--- src/rtl/core/bvhq_pkg.sv ---
package bvhq_pkg;

	localparam logic [1:0] OP_LOAD_WORDS = 2'd0;
	localparam logic [1:0] OP_LOAD_BOX   = 2'd1;
	localparam logic [1:0] OP_QUERY      = 2'd2;

	localparam logic [1:0] ST_OK        = 2'd0;
	localparam logic [1:0] ST_OVERFLOW  = 2'd1;
	localparam logic [1:0] ST_BAD_INDEX = 2'd2;
	localparam logic [1:0] ST_MALFORMED = 2'd3;

	localparam logic KIND_PAIR    = 1'b0;
	localparam logic KIND_SUMMARY = 1'b1;

	localparam logic [1:0] CFG_NODE_TOTAL    = 2'd0;
	localparam logic [1:0] CFG_ROOT_NODE     = 2'd1;
	localparam logic [1:0] CFG_PAIR_CAPACITY = 2'd2;

	localparam int IDX_W      = 17;
	localparam int VISIT_W    = 17;
	localparam logic [VISIT_W-1:0] VISIT_LIMIT = 17'd65536;
	localparam logic [15:0] HIT_MAX = 16'hFFFF;

	typedef struct packed {
		logic [15:0] second;
		logic [15:0] first;
	} node_word_t;

endpackage

--- src/rtl/core/bvhq_stack.sv ---
module bvhq_stack
	import bvhq_pkg::*;
#(
	parameter int STACK_DEPTH = 128
) (
	input  logic                           clk,
	input  logic                           we,
	input  logic [$clog2(STACK_DEPTH)-1:0] waddr,
	input  logic [15:0]                    wdata,
	input  logic                           re,
	input  logic [$clog2(STACK_DEPTH)-1:0] raddr,
	output logic [15:0]                    rdata
);

	logic [15:0] mem [STACK_DEPTH];
	logic [15:0] rd_q;

	always_ff @(posedge clk) begin
		if (we) begin
			mem[waddr] <= wdata;
		end
		if (re) begin
			rd_q <= mem[raddr];
		end
	end

	assign rdata = rd_q;

endmodule

--- config.mk ---
export PLATFORM = sky130hd
export DESIGN_NAME = bvhq_stack
export DESIGN_NICKNAME = d
export VERILOG_FILES = /design/src/rtl/core/bvhq_pkg.sv /design/src/rtl/core/bvhq_stack.sv
export SDC_FILE = /design/constraint.sdc
export NUM_CORES = 2
export LEC_CHECK = 0
export BUFFER_PORTS_ARGS = -buffer_cell sky130_fd_sc_hd__buf_2
export CAP_MARGIN = 15
export CORE_MARGIN = 5
export CORE_UTILIZATION = 55
export CTS_CLUSTER_DIAMETER = 30
export DETAILED_ROUTE_END_ITERATION = 10
export GPL_ROUTABILITY_DRIVEN = 0
export PLACE_DENSITY = 0.81
export SKIP_LAST_GASP = 1
export SLEW_MARGIN = 40
export SYNTH_ARGS = -nofsm -noshare
export SYNTH_HDL_FRONTEND = slang
export SYNTH_SLANG_ARGS = --single-unit
--- constraint.sdc ---
create_clock -name clk -period 6.7 [get_ports clk]
set_input_delay 1.005 -clock clk [delete_from_list [all_inputs] [get_ports clk]]
set_output_delay 1.005 -clock clk [all_outputs]
set_load 0.1 [all_outputs]
==> reports/qor.yml <==
cells_and_area:
  fillers: 7966
  layout-drive-gt1-share_pct: 39.4
  area_delta_synth_final_pct: 17.9
  final_cells: 5591
  fin_nets: 3496
placed_design:
  port_buffers: 48
  dp_slack_ns: 2.03
  place_inst: 5036
  hpwl_um: 108000
detailed_routing:
  drt_iter0_markers: 7331
  routed-via-count: 40000
  drc: 0
  finalWirelength_um: 235000
  wl_per_cell_um: 42.0
  antenna_left: 0
  viasPerCell: 7.15
  drt_first_pass_iters: 6
power:
  finalPower_uw: 32000
  ir_worst_vdd_mv: 0.367
  p_leak_uw: 0.0293
  power_density_mw_per_mm2: 345
setup_path:
  worstPathRequired_ns: 7.34
  critPathMaxFanout: 54
  crit_buf_inv: 3
  crit_slowest_cell: "mux4_2"
  max_stage_delay_ns: 0.65
  start_kind: "primary input"
  end_kind: "register"
  critPathTopFamily: "multiplexers"
  worstPathCellList: "buf_8 -> buf_12 -> buf_4 -> mux4_2 -> mux4_2 -> mux4_2 -> mux2_2"
  worst-setup-path-type: "primary input to register"
  cpMostUsedCell: "mux4_2"
  cp.arrival_ns: 4.47
run_status:
  status: "complete, no violations"
timing:
  fin_ws_ns: 2.87
  timing.final.hold_violations: 0
  rsz0062_at_grt: "false"
  drv_slew: 0
  finalCriticalPeriod_ns: 3.83
  max_freq_mhz: 261
  clock-skew-final_ns: 0.0470
  tns_ns: 0
  tightest_slew_ns: 0.880
  setup_violations: 0
  period_share_pct: 57.1
  relSlewSlack_pct: 41.4
clocking:
  cts_sinks: 2064
  path_clk_slew_ns: 0.06
  max-clock-path-buffers: 4
  numCtsBuffers: 310
  cts_hold_buf: 0
  cts_setup_buffers: 0
  ctsResizeCount: 0
  cts_max_level: 5
  cts-root-buf: "clkbuf_16"
  cts_tree: "done"
  insertion_delay_ns: 0.91
floorplanning:
  num_rows: 138
  die_x_um: 388
  coreArea_sq_mm: 0.142
  start_util_pct: 55.4
  io_pins: 49
  die_h_um: 388
  die_area_sq_mm: 0.151
logic_synthesis:
  syn_nets: 3119
  synth_edf_count: 2064
  netlist_area_sq_mm: 0.0787
  synth_cell_types: 16
  synth_ff_type: "edfxtp_1"
  ys_ff_latch: 2064
  synth_warnings: 0
  syn_inst: 3086
  ys_top_cells_by_count: "edfxtp_1, mux4_2, nor2_1"
  yosysTopAreaCell: "edfxtp_1"
  syn_area_per_cell_sq_um: 25.5
  synth.top_cell.area_share_pct: 78.8
  ys_seq_area_share_pct: 78.8
  yosysMostFrequentCell: "edfxtp_1"
  synthTopCellsByArea: "edfxtp_1, mux4_2, nor2_1, clkbuf_1, buf_2"
  ys_async_sr_fraction_pct: 0
flow_run:
  maxCapViolCount: 0
grt:
  grt_max_degree: 121
  grt_usage_pct: 31.3
  grt_pass1_wl_um: 328000
  antenna_found_initial: 34
  grt_pass1_vias: 41000
  grt-ovfl-total: 0
min_path:
  min_path_type: "primary input to register"
[where the power goes]
part           switching, uW  internal, uW  total, uW
clock network           6330          9840      16200
logic                    948           532       1480
registers               50.7         14300      14300
total                   7330         24700      32000
[cells by family (layout without fill, tap and decap cells)]
kind of cell           Yosys count  count (layout)  share of synthesized area, %
other                            0               7                             0
multiplexers                   688             688                          19.5
flip-flops                    2064            2064                          78.8
AND/OR/NAND/NOR                170             170                         0.886
buffers and inverters          164             772                         0.879
[area by class of cell]
class | instances | area (sq um) | area share (%)
clock buffer | 339 | 7990 | 8.62
multi-input combinational | 858 | 16200 | 17.4
antenna | 7 | 17.5 | 0.0189
clock inverter | 204 | 2190 | 2.36
tap | 1890 | 2360 | 2.55
timing repair buffer | 229 | 2060 | 2.22
sequential | 2064 | 62000 | 66.8
[per-stage QoR]
stage	utilization (%)	hold slack [ns]	instance area (sq um)
floorplan	-	1.10	78700
global placement	58.0	1.20	82300
detailed placement	58.1	1.21	82400
CTS	65.2	0.336	92600
global route	65.4	0.379	92800
finish	65.4	0.388	92800
[per-layer routing]
metal | up-vias | routed length [um] | global-route usage, %
met5 | - | 165 | 0
met4 | 24 | 13300 | 15.1
met3 | 793 | 32800 | 9.31
met2 | 4123 | 115000 | 50.0
met1 | 20700 | 73200 | 40.0
li1 | 14300 | - | -
[worst register-to-register path, cell delays in order (launching register included)]
cell      delay (ns)
edfxtp_1        0.48
mux4_2          0.59
mux4_2          0.57
mux4_2          0.61
mux2_2          0.32
[final timing paths]
path / slack, ns / depth (start not counted) / startpoint / to
min reg2reg: 1.24 / 4 / mem[29][3] / rdata[3]
max reg2reg: 3.87 / 4 / mem[44][2] / rdata[2]
min: 0.39 / 1 / wdata[12] / mem[114][12]
max: 2.87 / 7 / raddr[0] / rdata[9]
[cell usage in the layout (no fill, tap or decap)]
cell / n
nor2_1: 92
clkinv_2: 36
buf_12: 18
or3_1: 1
nand2_1: 14
nor3_2: 9
buf_8: 4
nor2_4: 9
nand3_1: 12
buf_4: 162
clkinv_4: 23
clkinv_1: 21
buf_6: 13
clkinv_8: 6
clkbuf_1: 23
buf_2: 27
nand2b_1: 2
mux2_2: 16
edfxtp_1: 2064
nor2_2: 21
buf_16: 5
nor2b_1: 7
nand4_1: 3
clkbuf_16: 316
inv_6: 44
diode_2: 7
mux4_2: 672
bufinv_16: 28
inv_8: 17
clkinvlp_4: 29
[sequential cells by signal, summed over array words and instances (netlist names)]
name   count
mem     2048
rdata     16
Power figures use the tool's default switching activity.
